### src/rtl/assert_macros.svh
// Assertion helpers for the sample playback voice.
// Each use expects clk and arst_n in scope.
`ifndef ASSERT_MACROS_SVH
`define ASSERT_MACROS_SVH

// Check a property on every clock edge outside reset.
`define SPV_ASSERT(name, prop, msg) \
	name: assert property (@(posedge clk) disable iff (!arst_n) (prop)) else $error(msg);

// Check that a condition never holds.
`define SPV_NEVER(name, cond, msg) \
	`SPV_ASSERT(name, !(cond), msg)

`endif

### src/rtl/spv_pkg.sv
package spv_pkg;

	localparam int STORE_DEPTH = 65536;
	localparam int SAMPLE_BITS = 16;
	localparam int ADDR_BITS   = $clog2(STORE_DEPTH);

	typedef logic [ADDR_BITS-1:0]          addr_t;
	typedef logic signed [SAMPLE_BITS-1:0] word_t;

	typedef enum logic [1:0] {
		ACT_LOAD    = 2'd0,
		ACT_TRIGGER = 2'd1,
		ACT_TICK    = 2'd2,
		ACT_STOP    = 2'd3
	} action_t;

	localparam int CFG_IDX_W  = 3;
	localparam int CFG_DATA_W = 20;

	localparam logic [CFG_IDX_W-1:0] CFG_START_OFFSET  = 3'd0;
	localparam logic [CFG_IDX_W-1:0] CFG_END_POINT     = 3'd1;
	localparam logic [CFG_IDX_W-1:0] CFG_PHASE_STEP    = 3'd2;
	localparam logic [CFG_IDX_W-1:0] CFG_LEVEL         = 3'd3;
	localparam logic [CFG_IDX_W-1:0] CFG_PAN           = 3'd4;
	localparam logic [CFG_IDX_W-1:0] CFG_STEREO_SOURCE = 3'd5;

	localparam logic [19:0] PHASE_STEP_RESET = 20'h10000;
	localparam logic [15:0] LEVEL_RESET      = 16'h4000;

	// velocity * level + 63 fits 23 bits; the divide by 127 is a multiply
	// by ceil(2^30 / 127), exact for every value below 2^23.
	localparam int            VL_W        = 23;
	localparam logic [VL_W-1:0] VEL_BIAS  = 23'd63;
	localparam int            RECIP_W     = 24;
	localparam logic [RECIP_W-1:0] RECIP_127 = 24'd8454661;
	localparam int            RECIP_SHIFT = 30;
	localparam int            GAIN_PROD_W = VL_W + RECIP_W;

	// word (SAMPLE_BITS s) * gain (Q2.14) * pan gain (Q1.15), rounded by 2^29.
	localparam int GAIN_S_W    = 17;
	localparam int P1_W        = SAMPLE_BITS + GAIN_S_W;
	localparam int P2_W        = P1_W + GAIN_S_W;
	localparam int SCALE_SHIFT = 29;
	localparam int CONTRIB_W   = P2_W - SCALE_SHIFT;
	localparam int SUM_W       = CONTRIB_W + 1;

	localparam logic signed [GAIN_S_W-1:0] Q15_ONE   = 17'sd32768;
	localparam logic signed [P2_W-1:0]     ROUND_ADD = P2_W'(64'sd1 <<< (SCALE_SHIFT - 1));

	localparam logic signed [SUM_W-1:0] WORD_MAX = SUM_W'((64'sd1 <<< (SAMPLE_BITS - 1)) - 1);
	localparam logic signed [SUM_W-1:0] WORD_MIN = SUM_W'(-(64'sd1 <<< (SAMPLE_BITS - 1)));

	typedef struct packed {
		logic capture;
		logic mem_we;
		logic gain_mul;
		logic gain_ld;
		logic tick_go;
		logic scale1;
		logic scale2;
		logic stop;
		logic res_ld;
	} cmd_t;

	typedef struct packed {
		action_t action;
		logic    playing;
		logic    at_end;
	} sts_t;

	function automatic word_t sat_word(input logic signed [SUM_W-1:0] v);
		word_t r;
		if (v > WORD_MAX) begin
			r = word_t'(WORD_MAX);
		end else if (v < WORD_MIN) begin
			r = word_t'(WORD_MIN);
		end else begin
			r = word_t'(v);
		end
		return r;
	endfunction

endpackage

### src/rtl/spv_ctrl.sv
`include "assert_macros.svh"

module spv_ctrl (
	input  logic              clk,
	input  logic              arst_n,
	input  logic              in_valid,
	output logic              in_stall,
	output logic              out_valid,
	input  logic              out_stall,
	input  spv_pkg::sts_t     sts,
	output spv_pkg::cmd_t     cmd
);

	typedef enum logic [4:0] {
		ST_IDLE   = 5'b00001,
		ST_EXEC   = 5'b00010,
		ST_MUL1   = 5'b00100,
		ST_MUL2   = 5'b01000,
		ST_FINISH = 5'b10000
	} state_t;

	state_t state_q, state_d;
	logic   out_valid_q, out_valid_d;

	always_comb begin
		state_d = state_q;
		cmd     = '0;
		case (state_q)
			ST_IDLE: begin
				if (in_valid) begin
					cmd.capture = 1'b1;
					state_d     = ST_EXEC;
				end
			end
			ST_EXEC: begin
				case (sts.action)
					spv_pkg::ACT_LOAD: begin
						cmd.mem_we = 1'b1;
						state_d    = ST_FINISH;
					end
					spv_pkg::ACT_TRIGGER: begin
						cmd.gain_mul = 1'b1;
						state_d      = ST_MUL1;
					end
					spv_pkg::ACT_STOP: begin
						cmd.stop = 1'b1;
						state_d  = ST_FINISH;
					end
					spv_pkg::ACT_TICK: begin
						if (!sts.playing) begin
							state_d = ST_FINISH;
						end else if (sts.at_end) begin
							cmd.stop = 1'b1;
							state_d  = ST_FINISH;
						end else begin
							cmd.tick_go = 1'b1;
							state_d     = ST_MUL1;
						end
					end
					default: begin
						state_d = ST_FINISH;
					end
				endcase
			end
			ST_MUL1: begin
				if (sts.action == spv_pkg::ACT_TRIGGER) begin
					cmd.gain_ld = 1'b1;
					state_d     = ST_FINISH;
				end else begin
					cmd.scale1 = 1'b1;
					state_d    = ST_MUL2;
				end
			end
			ST_MUL2: begin
				cmd.scale2 = 1'b1;
				state_d    = ST_FINISH;
			end
			ST_FINISH: begin
				if (!out_valid_q || !out_stall) begin
					cmd.res_ld = 1'b1;
					state_d    = ST_IDLE;
				end
			end
			default: begin
				state_d = ST_IDLE;
			end
		endcase
	end

	always_comb begin
		out_valid_d = out_valid_q;
		if (cmd.res_ld) begin
			out_valid_d = 1'b1;
		end else if (out_valid_q && !out_stall) begin
			out_valid_d = 1'b0;
		end
	end

	always_ff @(posedge clk or negedge arst_n) begin
		if (!arst_n) begin
			state_q     <= ST_IDLE;
			out_valid_q <= 1'b0;
		end else begin
			state_q     <= state_d;
			out_valid_q <= out_valid_d;
		end
	end

	assign in_stall  = (state_q != ST_IDLE);
	assign out_valid = out_valid_q;

	`SPV_ASSERT(a_accept_exec, (in_valid && !in_stall) |=> (state_q == ST_EXEC), "accepted transaction did not enter execution")
	`SPV_ASSERT(a_rose_finish, $rose(out_valid) |-> $past(state_q == ST_FINISH), "result appeared outside finish")
	`SPV_ASSERT(a_hold_result, (state_q == ST_FINISH && out_valid && out_stall) |=> (state_q == ST_FINISH && out_valid), "stalled result overwritten")
	`SPV_ASSERT(a_mul2_order, (state_q == ST_MUL2) |-> $past(state_q == ST_MUL1), "second multiply without first")

endmodule

### config.mk
export PLATFORM = sky130hd
export DESIGN_NAME = spv_ctrl
export DESIGN_NICKNAME = d
export VERILOG_FILES = /design/src/rtl/spv_pkg.sv /design/src/rtl/spv_ctrl.sv
export VERILOG_INCLUDE_DIRS = /design/src /design/src/rtl
export SDC_FILE = /design/constraint.sdc
export NUM_CORES = 1
export LEC_CHECK = 0
export ABC_CLOCK_PERIOD_IN_PS = 2200
export BUFFER_PORTS_ARGS = -buffer_cell sky130_fd_sc_hd__buf_2
export CAP_MARGIN = 20
export CORE_AREA = 2 2 39 41
export CTS_CLUSTER_SIZE = 12
export DETAILED_ROUTE_END_ITERATION = 6
export DIE_AREA = 0 0 41 43
export GPL_ROUTABILITY_DRIVEN = 0
export GPL_TIMING_DRIVEN = 0
export MAX_ROUTING_LAYER = met4
export SLEW_MARGIN = 40
export SYNTH_ARGS = -nofsm -noshare
export SYNTH_HDL_FRONTEND = slang
export SYNTH_SLANG_ARGS = --single-unit
export TNS_END_PERCENT = 5
### constraint.sdc
create_clock -name clk -period 2.2 [get_ports clk]
set_input_delay 0 -clock clk [delete_from_list [all_inputs] [get_ports clk]]
set_output_delay 0 -clock clk [all_outputs]
set_load 0.005 [all_outputs]
==> results of run 1 <==
==> worst paths after layout <==
path | startpoint | endpoint | slack (ps) | cells after the start
hold reg to reg | out_valid$_DFFE_PN0P_ | out_valid$_DFFE_PN0P_ | 510 | 2
min in group asynchronous | arst_n | state_q[3]$_DFFE_PN0P_ | 120 | 2
hold / removal | sts[0] | state_q[2]$_DFFE_PN0P_ | 70 | 4
setup / recovery | state_q[4]$_DFFE_PN0P_ | cmd[4] | 360 | 5
max in group asynchronous | arst_n | state_q[0]$_DFFE_PN1P_ | 1860 | 2
setup reg to reg | state_q[4]$_DFFE_PN0P_ | state_q[4]$_DFFE_PN0P_ | 530 | 5
==> timing repair <==
item                      CTS  global route
gates resized for setup     0             0
hold endpoints to repair    8             0
hold buffers                3             0
==> registers in the layout (all words and copies together), names as in the netlist <==
| name | count |
|---|---|
| state_q | 5 |
| out_valid | 1 |
==> logic make-up after synthesis <==
family	share of synthesized area (%)
flip-flops	34.47
XOR/XNOR	1.995
adder cells (fa/ha/maj)	14.25
AO/OA/AOI/OAI	8.830
buffers and inverters	9.117
AND/OR/NAND/NOR	31.34
==> metal layers <==
layer / vias up / wire [um] / GRT usage [%]
met3: 2 / 64 / 3.141
met2: 23 / 462 / 19.38
li1: 231 / - / -
met5: - / 0 / -
met1: 197 / 443 / 15.64
met4: 0 / 19 / 10.00
==> final cells by class <==
| type | instances | area share (%) |
|---|---|---|
| multi-input combinational | 39 | 40.91 |
| sequential | 6 | 25.00 |
| timing repair buffer | 21 | 19.83 |
| clock buffer | 4 | 4.339 |
| inverter | 6 | 3.719 |
| tap | 16 | 3.306 |
| buffer | 3 | 2.893 |
==> cells in the final DEF, fill, tap and decap left out <==
| master | Yosys | layout |
|---|---|---|
| nor2_1 | 11 | 11 |
| xor2_1 | 1 | 1 |
| nand2_1 | 4 | 4 |
| a211oi_2 | 1 | 1 |
| nor4b_1 | 1 | 1 |
| nor3_1 | 3 | 3 |
| or2_1 | 1 | 1 |
| or4b_1 | 1 | 1 |
| buf_2 | 2 | 20 |
| a21oi_1 | 1 | 1 |
| inv_1 | 6 | 6 |
| a31oi_1 | 1 | 1 |
| o21ai_0 | 3 | 3 |
| dfstp_2 | 1 | 1 |
| clkbuf_1 | 0 | 1 |
| nor4_1 | 3 | 3 |
| nand3b_1 | 2 | 2 |
| dfrtp_1 | 5 | 5 |
| or4_1 | 1 | 1 |
| dlygate4sd3_1 | 0 | 3 |
| ha_1 | 5 | 5 |
| buf_4 | 1 | 1 |
| clkbuf_4 | 0 | 3 |
==> worst reg2reg max path, delay by kind of cell, from the launching register on <==
family	cells	cell delay [ps]
and+or+nand+nor	3	870
DFF	1	390
buffers and inverters	1	180
AOI/OAI and AO/OA	1	180
==> per-stage QoR <==
stage	utilization (%)	worst slack, ps	power [mW]	hold slack, ps
floorplan	-	635.4	0.2506	-295.6
global placement	39.69	567.4	0.3013	-165.8
detailed placement	39.69	559.9	0.3021	-165.9
CTS	43.76	352.1	0.4255	59.94
global route	43.76	245.5	0.4538	103.4
finish	43.76	357.1	0.4178	71.51
==> where the power goes <==
part	internal (mW)	switching [mW]
Sequential	0.137	0.0142
Combinational	0.0711	0.0834
Clock	0.0690	0.0434
Total	0.277	0.141
==> impl_metrics.env, run 1 <==
export IMPL_status="finished clean"
export IMPL_place_inst=88
export IMPL_ys_flop_type="dfrtp_1"
export IMPL_postPlaceCellArea_sq_um=549.3
export IMPL_rows=14
export IMPL_post_route_min_period_ps=1843
export IMPL_worstPathRequired_ps=2200
export IMPL_ant_nets=0
export IMPL_wl_per_cell_um=10.41
export IMPL_first_global_vias=376
export IMPL_cpMostUsedCell="buf_2"
export IMPL_drt_iter0_markers=14
export IMPL_dr_pass1_iters=4
export IMPL_diodes=0
export IMPL_via_per_inst=4.768
export IMPL_fmax_mhz=542.6
export IMPL_vdd_ir_drop_max_mv=0.2084
export IMPL_synth_area_leader_cell="dfrtp_1"
export IMPL_area_growth_pct=37.89
export IMPL_critical_path_top_delay_family="simple AND/OR/NAND/NOR gates"
export IMPL_die_w_um=41
export IMPL_worst_setup_path_end_kind="output pin"
export IMPL_grt_pass1_wl_um=1518
export IMPL_powerDensity_nw_per_um2=689.9
export IMPL_worst_slew_pin_slew_ps=342.7
export IMPL_hold_viol=0
export IMPL_num_fill_cells=143
export IMPL_critPathMaxFanout=6
export IMPL_drt_drc_violations_left=0
export IMPL_final_seq_area_sq_um=151.4
export IMPL_setup_viol=0
export IMPL_num_vias=453
export IMPL_ys_types=20
export IMPL_cp_slowest_stage_delay_ps=470
export IMPL_multiInputGateArea_sq_um=247.7
export IMPL_synth_common_cells="nor2_1 (11), inv_1 (6), dfrtp_1 (5), ha_1 (5), nand2_1 (4)"
export IMPL_hold_class="in2reg"
export IMPL_fin_area_sq_um=605.6
export IMPL_power_leakage_nw=0.3351
export IMPL_critPathSlowestCell="or4b_1"
export IMPL_cts_tree="yes"
export IMPL_worst_setup_path_type="reg2out"
export IMPL_clk_latency_ps=240
export IMPL_synth_area_leaders="dfrtp_1 (28%), ha_1 (14%), nor2_1 (9.4%)"
export IMPL_arrival_ps=1840
export IMPL_cts_setup_buffers=0
export IMPL_port_buffers=18
export IMPL_htreeDepth=1
export IMPL_fin_skew_ps=0.4103
export IMPL_core_sq_um=1384
export IMPL_dieHeight_um=43
export IMPL_grt_max_degree=9
export IMPL_clock_sinks=6
export IMPL_ys_seq_elements=6
export IMPL_initial_utilization_pct=31.74
export IMPL_drive_above_1_share_pct=32.91
export IMPL_yosysMostFrequentCell="nor2_1"
export IMPL_cts_root_buffer="clkbuf_4"
export IMPL_dieArea_sq_um=1763
export IMPL_yosys_warnings=0
export IMPL_layout_nets=93
export IMPL_grt_overflow_total=0
export IMPL_crit_path_start_kind="flop"
export IMPL_ys_seq_area_share_pct=34.47
export IMPL_maxCapViolCount=0
export IMPL_drv_slew=0
export IMPL_clk_path_buf_depth=2
export IMPL_synth_top_area_share_pct=28.49
export IMPL_synth_cell_area_sq_um=439.2
export IMPL_period_share_pct=83.77
export IMPL_wl_um=989
export IMPL_crit_path_cell_trace="or2_1 > or4b_1 > buf_2 > nor3_1 > buf_2"
export IMPL_hpwl_um=731
export IMPL_synth_edf_count=0
export IMPL_grtUsageTotal_pct=13.53
export IMPL_synthArstFlopShare_pct=100.0
export IMPL_antenna_found_initial=0
export IMPL_syn_instance_count=54
export IMPL_cts_clk_slew_worst_paths_ps=50
export IMPL_setup_tns_ps=0
export IMPL_syn_avg_cell_area_sq_um=8.133
export IMPL_stdcell_count=95
export IMPL_cp_buffers_inverters=2
export IMPL_io_pins=19
export IMPL_relSlewSlack_pct=76.83
export IMPL_grt_setup_unrepaired="false"
export IMPL_numCtsBuffers=3
export IMPL_synthesis_nets=67
Power figures use the tool's default switching activity.
==> inputs of run 2 (changes only) <==
--- a/config.mk
+++ b/config.mk
@@ -6,13 +6,14 @@
 export SDC_FILE = /design/constraint.sdc
 export NUM_CORES = 1
 export LEC_CHECK = 0
-export ABC_CLOCK_PERIOD_IN_PS = 2200
+export ABC_AREA = 1
+export ABC_CLOCK_PERIOD_IN_PS = 1830
 export BUFFER_PORTS_ARGS = -buffer_cell sky130_fd_sc_hd__buf_2
 export CAP_MARGIN = 20
-export CORE_AREA = 2 2 39 41
+export CORE_MARGIN = 1.5
+export CORE_UTILIZATION = 35
 export CTS_CLUSTER_SIZE = 12
 export DETAILED_ROUTE_END_ITERATION = 6
-export DIE_AREA = 0 0 41 43
 export GPL_ROUTABILITY_DRIVEN = 0
 export GPL_TIMING_DRIVEN = 0
 export MAX_ROUTING_LAYER = met4
==> constraint.sdc (replaced) <==
create_clock -name clk -period 1.83 [get_ports clk]
set_input_delay 0 -clock clk [delete_from_list [all_inputs] [get_ports clk]]
set_output_delay 0 -clock clk [all_outputs]
set_load 0.005 [all_outputs]
==> run 2 against run 1 <==
  * Non-clock buffer count shrank 3
  * Flip-flop and latch count is the same
  * Sequential share of layout area shrank 2.8 points
  * Clock-buffer cell count is the same
  * Clock power grew 26%
  * Final area grew 13%
==> impl_metrics.env, run 2 <==
export IMPL_status="finished clean"
export IMPL_holdWs_ps=50.10
export IMPL_setup_tns_ps=0
export IMPL_initial_utilization_pct=39.11
export IMPL_dieHeight_um=41.84
export IMPL_post_route_min_period_ps=1433
export IMPL_grt_pass1_wl_um=1821
export IMPL_setup_viol=0
export IMPL_worst_setup_path_end_kind="output pin"
export IMPL_synthesis_nets=85
export IMPL_num_fill_cells=139
export IMPL_cts_root_buffer="clkbuf_4"
export IMPL_relSlewSlack_pct=83.98
export IMPL_synth_mux_area_share_pct=0
export IMPL_dieArea_sq_um=1751
export IMPL_core_sq_um=1350
export IMPL_clock_sinks=6
export IMPL_fin_skew_ps=11.56
export IMPL_power_leakage_nw=0.3966
export IMPL_synth_simple_gate_area_share_pct=39.10
export IMPL_synthArstFlopShare_pct=100.0
export IMPL_critPathMaxFanout=5
export IMPL_wl_per_cell_um=10.15
export IMPL_via_per_inst=4.631
export IMPL_period_share_pct=78.31
export IMPL_postPlaceCellArea_sq_um=636.9
export IMPL_final_common_cell="buf_2"
export IMPL_htreeDepth=1
export IMPL_largest_reg_flops=5
export IMPL_fin_ws_ps=396.9
export IMPL_vdd_ir_drop_max_mv=0.3359
export IMPL_antenna_found_initial=0
export IMPL_arrival_ps=1430
export IMPL_synth_top_area_share_pct=23.70
export IMPL_hold_class="in2reg"
export IMPL_ys_types=18
export IMPL_place_ws_ps=670.3
export IMPL_max_flop_register="state_q"
export IMPL_synth_xor_area_share_pct=0
export IMPL_worstPathRequired_ps=1830
export IMPL_synth_common_cells="inv_1 (16), nand2_1 (12), nor2_1 (7)"
export IMPL_grt_setup_unrepaired="false"
export IMPL_syn_avg_cell_area_sq_um=7.333
export IMPL_hpwl_um=845.7
export IMPL_powerDensity_nw_per_um2=1016
export IMPL_ant_nets=0
export IMPL_clk_path_buf_depth=2
export IMPL_first_global_vias=418
export IMPL_grt_overflow_total=0
export IMPL_synth_area_leader_cell="dfrtp_1"
export IMPL_area_growth_pct=29.38
export IMPL_crit_path_start_kind="flop"
export IMPL_synth_compound_area_share_pct=6.161
export IMPL_grtUsageTotal_pct=14.60
export IMPL_worst_slew_pin_slew_ps=240.1
export IMPL_drt_iter0_markers=17
export IMPL_port_buffers=18
export IMPL_yosys_warnings=0
export IMPL_synth_top_family_by_area="simple AND/OR/NAND/NOR gates"
export IMPL_synth_cell_area_sq_um=528.0
export IMPL_synthAdderAreaFrac_pct=11.85
export IMPL_drv_slew=0
export IMPL_synth_area_leaders="dfrtp_1 (24%), ha_1 (12%), inv_1 (11%)"
export IMPL_syn_instance_count=72
export IMPL_die_w_um=41.84
export IMPL_drt_drc_violations_left=0
export IMPL_layout_nets=110
export IMPL_yosysMostFrequentCell="inv_1"
export IMPL_fin_area_sq_um=683.2
export IMPL_cts_tree="yes"
export IMPL_wl_um=1127
export IMPL_worst_setup_path_type="reg2out"
export IMPL_final_cell_mix="buf_2 (18), inv_1 (16), nand2_1 (12)"
export IMPL_fmax_mhz=697.8
export IMPL_hold_viol=0
export IMPL_clk_latency_ps=260
export IMPL_num_vias=514
export IMPL_grt_max_degree=7
export IMPL_dr_pass1_iters=4
export IMPL_synth_edf_count=0
export IMPL_cts_clk_slew_worst_paths_ps=60
export IMPL_rows=13
export IMPL_diodes=0
export IMPL_ys_seq_area_share_pct=28.67
export IMPL_io_pins=19
export IMPL_ys_flop_type="dfrtp_1"
export IMPL_maxCapViolCount=0
export IMPL_ys_seq_elements=6
export IMPL_numCtsBuffers=3
export IMPL_drive_above_1_share_pct=36.46
==> run 2: timing repair <==
item                                   CTS  global route
endpoints found under the hold margin    7             0
hold buffers                             2             0
resized for setup                        0             0
setup buffers                            0             0
==> run 2: final cells by class <==
| cell class | count | area [sq um] | share of cell area, % |
|---|---|---|---|
| timing repair buffer | 20 | 110.1 | 16.12 |
| tap | 15 | 18.77 | 2.747 |
| sequential | 6 | 151.4 | 22.16 |
| clock buffer | 4 | 26.28 | 3.846 |
| multi-input combinational | 47 | 301.5 | 44.14 |
| inverter | 18 | 67.56 | 9.890 |
| buffer | 1 | 7.507 | 1.099 |
==> run 2: worst max-delay path, cell delays in order, from the launching register on <==
cell and delay [ps]:
dfrtp_1 440, nor2_4 200, nand2_1 110, nor2_2 130, inv_2 80, a21oi_2 90
buf_2 120
==> run 2: final timing paths <==
check,from,endpoint,slack (ps),depth (start not counted)
max in group asynchronous,arst_n,state_q[0]$_DFFE_PN1P_,1500,2
worst max register to register,state_q[0]$_DFFE_PN1P_,state_q[0]$_DFFE_PN1P_,660,7
min in group asynchronous,arst_n,state_q[3]$_DFFE_PN0P_,90,2
worst max-delay path,state_q[3]$_DFFE_PN0P_,cmd[1],400,6
worst min-delay path,out_stall,out_valid$_DFFE_PN0P_,50,3
worst min register to register,out_valid$_DFFE_PN0P_,out_valid$_DFFE_PN0P_,570,2
==> run 2: routing by layer <==
metal	global-route usage (%)	vias up	part of all wire (%)
met5	-	-	0
met4	13.55	0	3.7
met3	1.304	4	3.7
met2	20.31	19	47
met1	18.30	223	45
li1	-	268	-
==> run 2: cell families (layout without fill, tap and decap cells) <==
family / Yosys count / in the layout
AO/OA/AOI/OAI: 5 / 5
adder cells (fa/ha/maj): 5 / 5
buffers and inverters: 19 / 43
flip-flops: 6 / 6
AND/OR/NAND/NOR: 37 / 37
==> run 2: metrics by stage <==
| step | util (%) | instances | power [mW] |
|---|---|---|---|
| floorplan | - | 72 | 0.4560 |
| global placement | 47.17 | 105 | 0.5448 |
| detailed placement | 47.17 | 105 | 0.5517 |
| CTS | 50.60 | 111 | 0.6985 |
| global route | 50.60 | 111 | 0.7482 |
| finish | 50.60 | 111 | 0.6942 |
==> run 2: power breakdown <==
| part | total [mW] | switching, mW | leakage (nW) | internal (mW) |
|---|---|---|---|---|
| Combinational | 0.344 | 0.209 | 0.303 | 0.134 |
| Sequential | 0.210 | 0.0342 | 0.0786 | 0.176 |
| Clock | 0.141 | 0.0573 | 0.0150 | 0.0832 |
==> inputs of run 3 (changes only) <==
--- a/config.mk
+++ b/config.mk
@@ -6,14 +6,14 @@
 export SDC_FILE = /design/constraint.sdc
 export NUM_CORES = 1
 export LEC_CHECK = 0
-export ABC_AREA = 1
-export ABC_CLOCK_PERIOD_IN_PS = 1830
+export ABC_AREA = 0
+export ABC_CLOCK_PERIOD_IN_PS = 1300
 export BUFFER_PORTS_ARGS = -buffer_cell sky130_fd_sc_hd__buf_2
 export CAP_MARGIN = 20
-export CORE_MARGIN = 1.5
-export CORE_UTILIZATION = 35
+export CORE_AREA = 2 2 39 41
 export CTS_CLUSTER_SIZE = 12
 export DETAILED_ROUTE_END_ITERATION = 6
+export DIE_AREA = 0 0 41 43
 export GPL_ROUTABILITY_DRIVEN = 0
 export GPL_TIMING_DRIVEN = 0
 export MAX_ROUTING_LAYER = met4
==> constraint.sdc (replaced) <==
create_clock -name clk -period 1.3 [get_ports clk]
set_input_delay 0 -clock clk [delete_from_list [all_inputs] [get_ports clk]]
set_output_delay 0 -clock clk [all_outputs]
set_load 0.005 [all_outputs]
==> run 3 against run 2 <==
  * The flow now finishes with violations (negative setup slack)
  * Global-route usage shrank 0.98 points
  * Flip-flop and latch count stayed put
  * Combinational power is 3% higher
  * Clock power up 33%
  * Die area is 0.71% higher
  * Worst setup slack worse by 750 ps
  * Clock-buffer cell count stayed put
  * Critical path type unchanged
  * Critical endpoint is now cmd[4]
==> impl_metrics.env, run 3 (synthesis results as in run 1) <==
export IMPL_cts_root_buffer="clkbuf_4"
export IMPL_grt_pass1_wl_um=1593
export IMPL_cts_clk_slew_worst_paths_ps=50
export IMPL_antenna_found_initial=0
export IMPL_port_buffers=18
export IMPL_max_flop_register="state_q"
export IMPL_drive_above_1_share_pct=41.98
export IMPL_area_growth_pct=53.28
export IMPL_clk_path_buf_depth=2
export IMPL_vdd_ir_drop_max_mv=0.3352
export IMPL_io_pins=19
export IMPL_drv_slew=0
export IMPL_relSlewSlack_pct=76.04
export IMPL_final_cell_mix="buf_2 (18), nor2_1 (11), inv_1 (6)"
export IMPL_via_per_inst=4.660
export IMPL_post_route_min_period_ps=1652
export IMPL_highest_layer="met3"
export IMPL_power_leakage_nw=0.3558
export IMPL_ant_nets=0
export IMPL_wl_met3_um=60
export IMPL_htreeDepth=1
export IMPL_hold_class="in2reg"
export IMPL_largest_reg_flops=5
export IMPL_worst_slew_pin_slew_ps=359.4
export IMPL_grtUsageTotal_pct=13.62
export IMPL_critPathMaxFanout=5
export IMPL_final_common_cell="buf_2"
export IMPL_maxCapViolCount=0
export IMPL_violations="negative setup slack"
export IMPL_layout_nets=95
export IMPL_dr_pass1_iters=2
export IMPL_worst_setup_path_type="reg2out"
export IMPL_wl_um=1103
export IMPL_core_sq_um=1384
export IMPL_dieArea_sq_um=1763
export IMPL_fin_skew_ps=0.5096
export IMPL_grt_max_degree=9
export IMPL_hpwl_um=730.1
export IMPL_numCtsBuffers=3
export IMPL_period_share_pct=127.1
export IMPL_hold_viol=0
export IMPL_worst_setup_path_end_kind="output pin"
export IMPL_met1_length_um=496
export IMPL_setup_viol=11
export IMPL_grt_overflow_total=0
export IMPL_rows=14
export IMPL_wl_met2_um=546
export IMPL_fin_ws_ps=-351.9
export IMPL_die_w_um=41
export IMPL_clk_latency_ps=240
export IMPL_clock_sinks=6
export IMPL_final_util_pct=48.64
export IMPL_wl_per_cell_um=11.37
export IMPL_holdWs_ps=79.97
export IMPL_diodes=0
export IMPL_crit_path_start_kind="flop"
export IMPL_worstPathRequired_ps=1300
export IMPL_dieHeight_um=43
export IMPL_num_vias=452
export IMPL_first_global_vias=413
export IMPL_arrival_ps=1650
export IMPL_cts_tree="yes"
export IMPL_grt_setup_unrepaired="true"
export IMPL_drt_iter0_markers=4
export IMPL_powerDensity_nw_per_um2=1194
export IMPL_drt_drc_violations_left=0
export IMPL_initial_utilization_pct=31.74
export IMPL_fmax_mhz=605.4
export IMPL_status="finished, violations left"
-- run 3: cell count changes in the layout (fill, tap and decap cells not counted), moves of 3 or more --
cell     delta
nor2_4      -3
nor2_1      +4
buf_4       +4
nand4_1     -4
nor2_2      -3
nand2_1     -8
inv_1      -10
nor3_1      -3
-- run 3: final cells by class --
class                      instances  area [sq um]
inverter                           6         22.52
sequential                         6         151.4
tap                               16         20.02
clock buffer                       4         26.28
multi-input combinational         39         295.3
buffer                             2         15.01
timing repair buffer              24         142.6
fill                             138         710.7
-- run 3: metrics by stage --
step | cell area (sq um) | total power [mW] | std cells | setup TNS, ps | setup slack (ps)
5_1_grt | 673.1 | 0.8669 | 97 | -3080 | -424.6
6_report | 673.1 | 0.8040 | 97 | -2142 | -351.9
3_5_place_dp | 555.5 | 0.5231 | 88 | -1240 | -294.5
2_1_floorplan | 445.4 | 0.4338 | 54 | -664.1 | -240.0
3_3_place_gp | 555.5 | 0.5211 | 88 | -1290 | -303.0
4_1_cts | 644.4 | 0.7607 | 97 | -2451 | -333.0
-- run 3: final timing paths --
check / from / to / slack (ps) / cells past startpoint
setup / recovery: state_q[4]$_DFFE_PN0P_ / cmd[4] / -350 / 4
hold / removal: sts[0] / state_q[2]$_DFFE_PN0P_ / 80 / 4
setup reg to reg: state_q[4]$_DFFE_PN0P_ / state_q[4]$_DFFE_PN0P_ / -320 / 5
hold reg to reg: out_valid$_DFFE_PN0P_ / out_valid$_DFFE_PN0P_ / 520 / 2
max in group asynchronous: arst_n / state_q[0]$_DFFE_PN1P_ / 960 / 2
min in group asynchronous: arst_n / state_q[3]$_DFFE_PN0P_ / 120 / 2
-- run 3: worst max-delay path: stages (launching register included) --
cell     delay [ps]
dfrtp_1         380
or2_1           240
or4b_4          530
nor3_2          120
buf_2           130
-- run 3: power breakdown --
part | internal, mW | switching (mW) | total, mW
clock | 0.117 | 0.0710 | 0.188
combinational | 0.172 | 0.184 | 0.356
sequential | 0.232 | 0.0292 | 0.261
-- run 3: what timing repair did --
item / 4_1_cts / 5_1_grt
buffers inserted: 3 / 0
gates resized for setup: 4 / 6
pin swaps: 3 / 1
hold buffers: 3 / 0
setup endpoints to repair: 11 / 13
endpoints found under the hold margin: 8 / 0
cloned: 0 / 0
-- run 3: per-layer routing --
layer	up-vias	global-route usage [%]
li1	236	-
met1	198	16.56
met2	18	20.63
met3	0	1.571
met4	0	8.000
met5	-	-
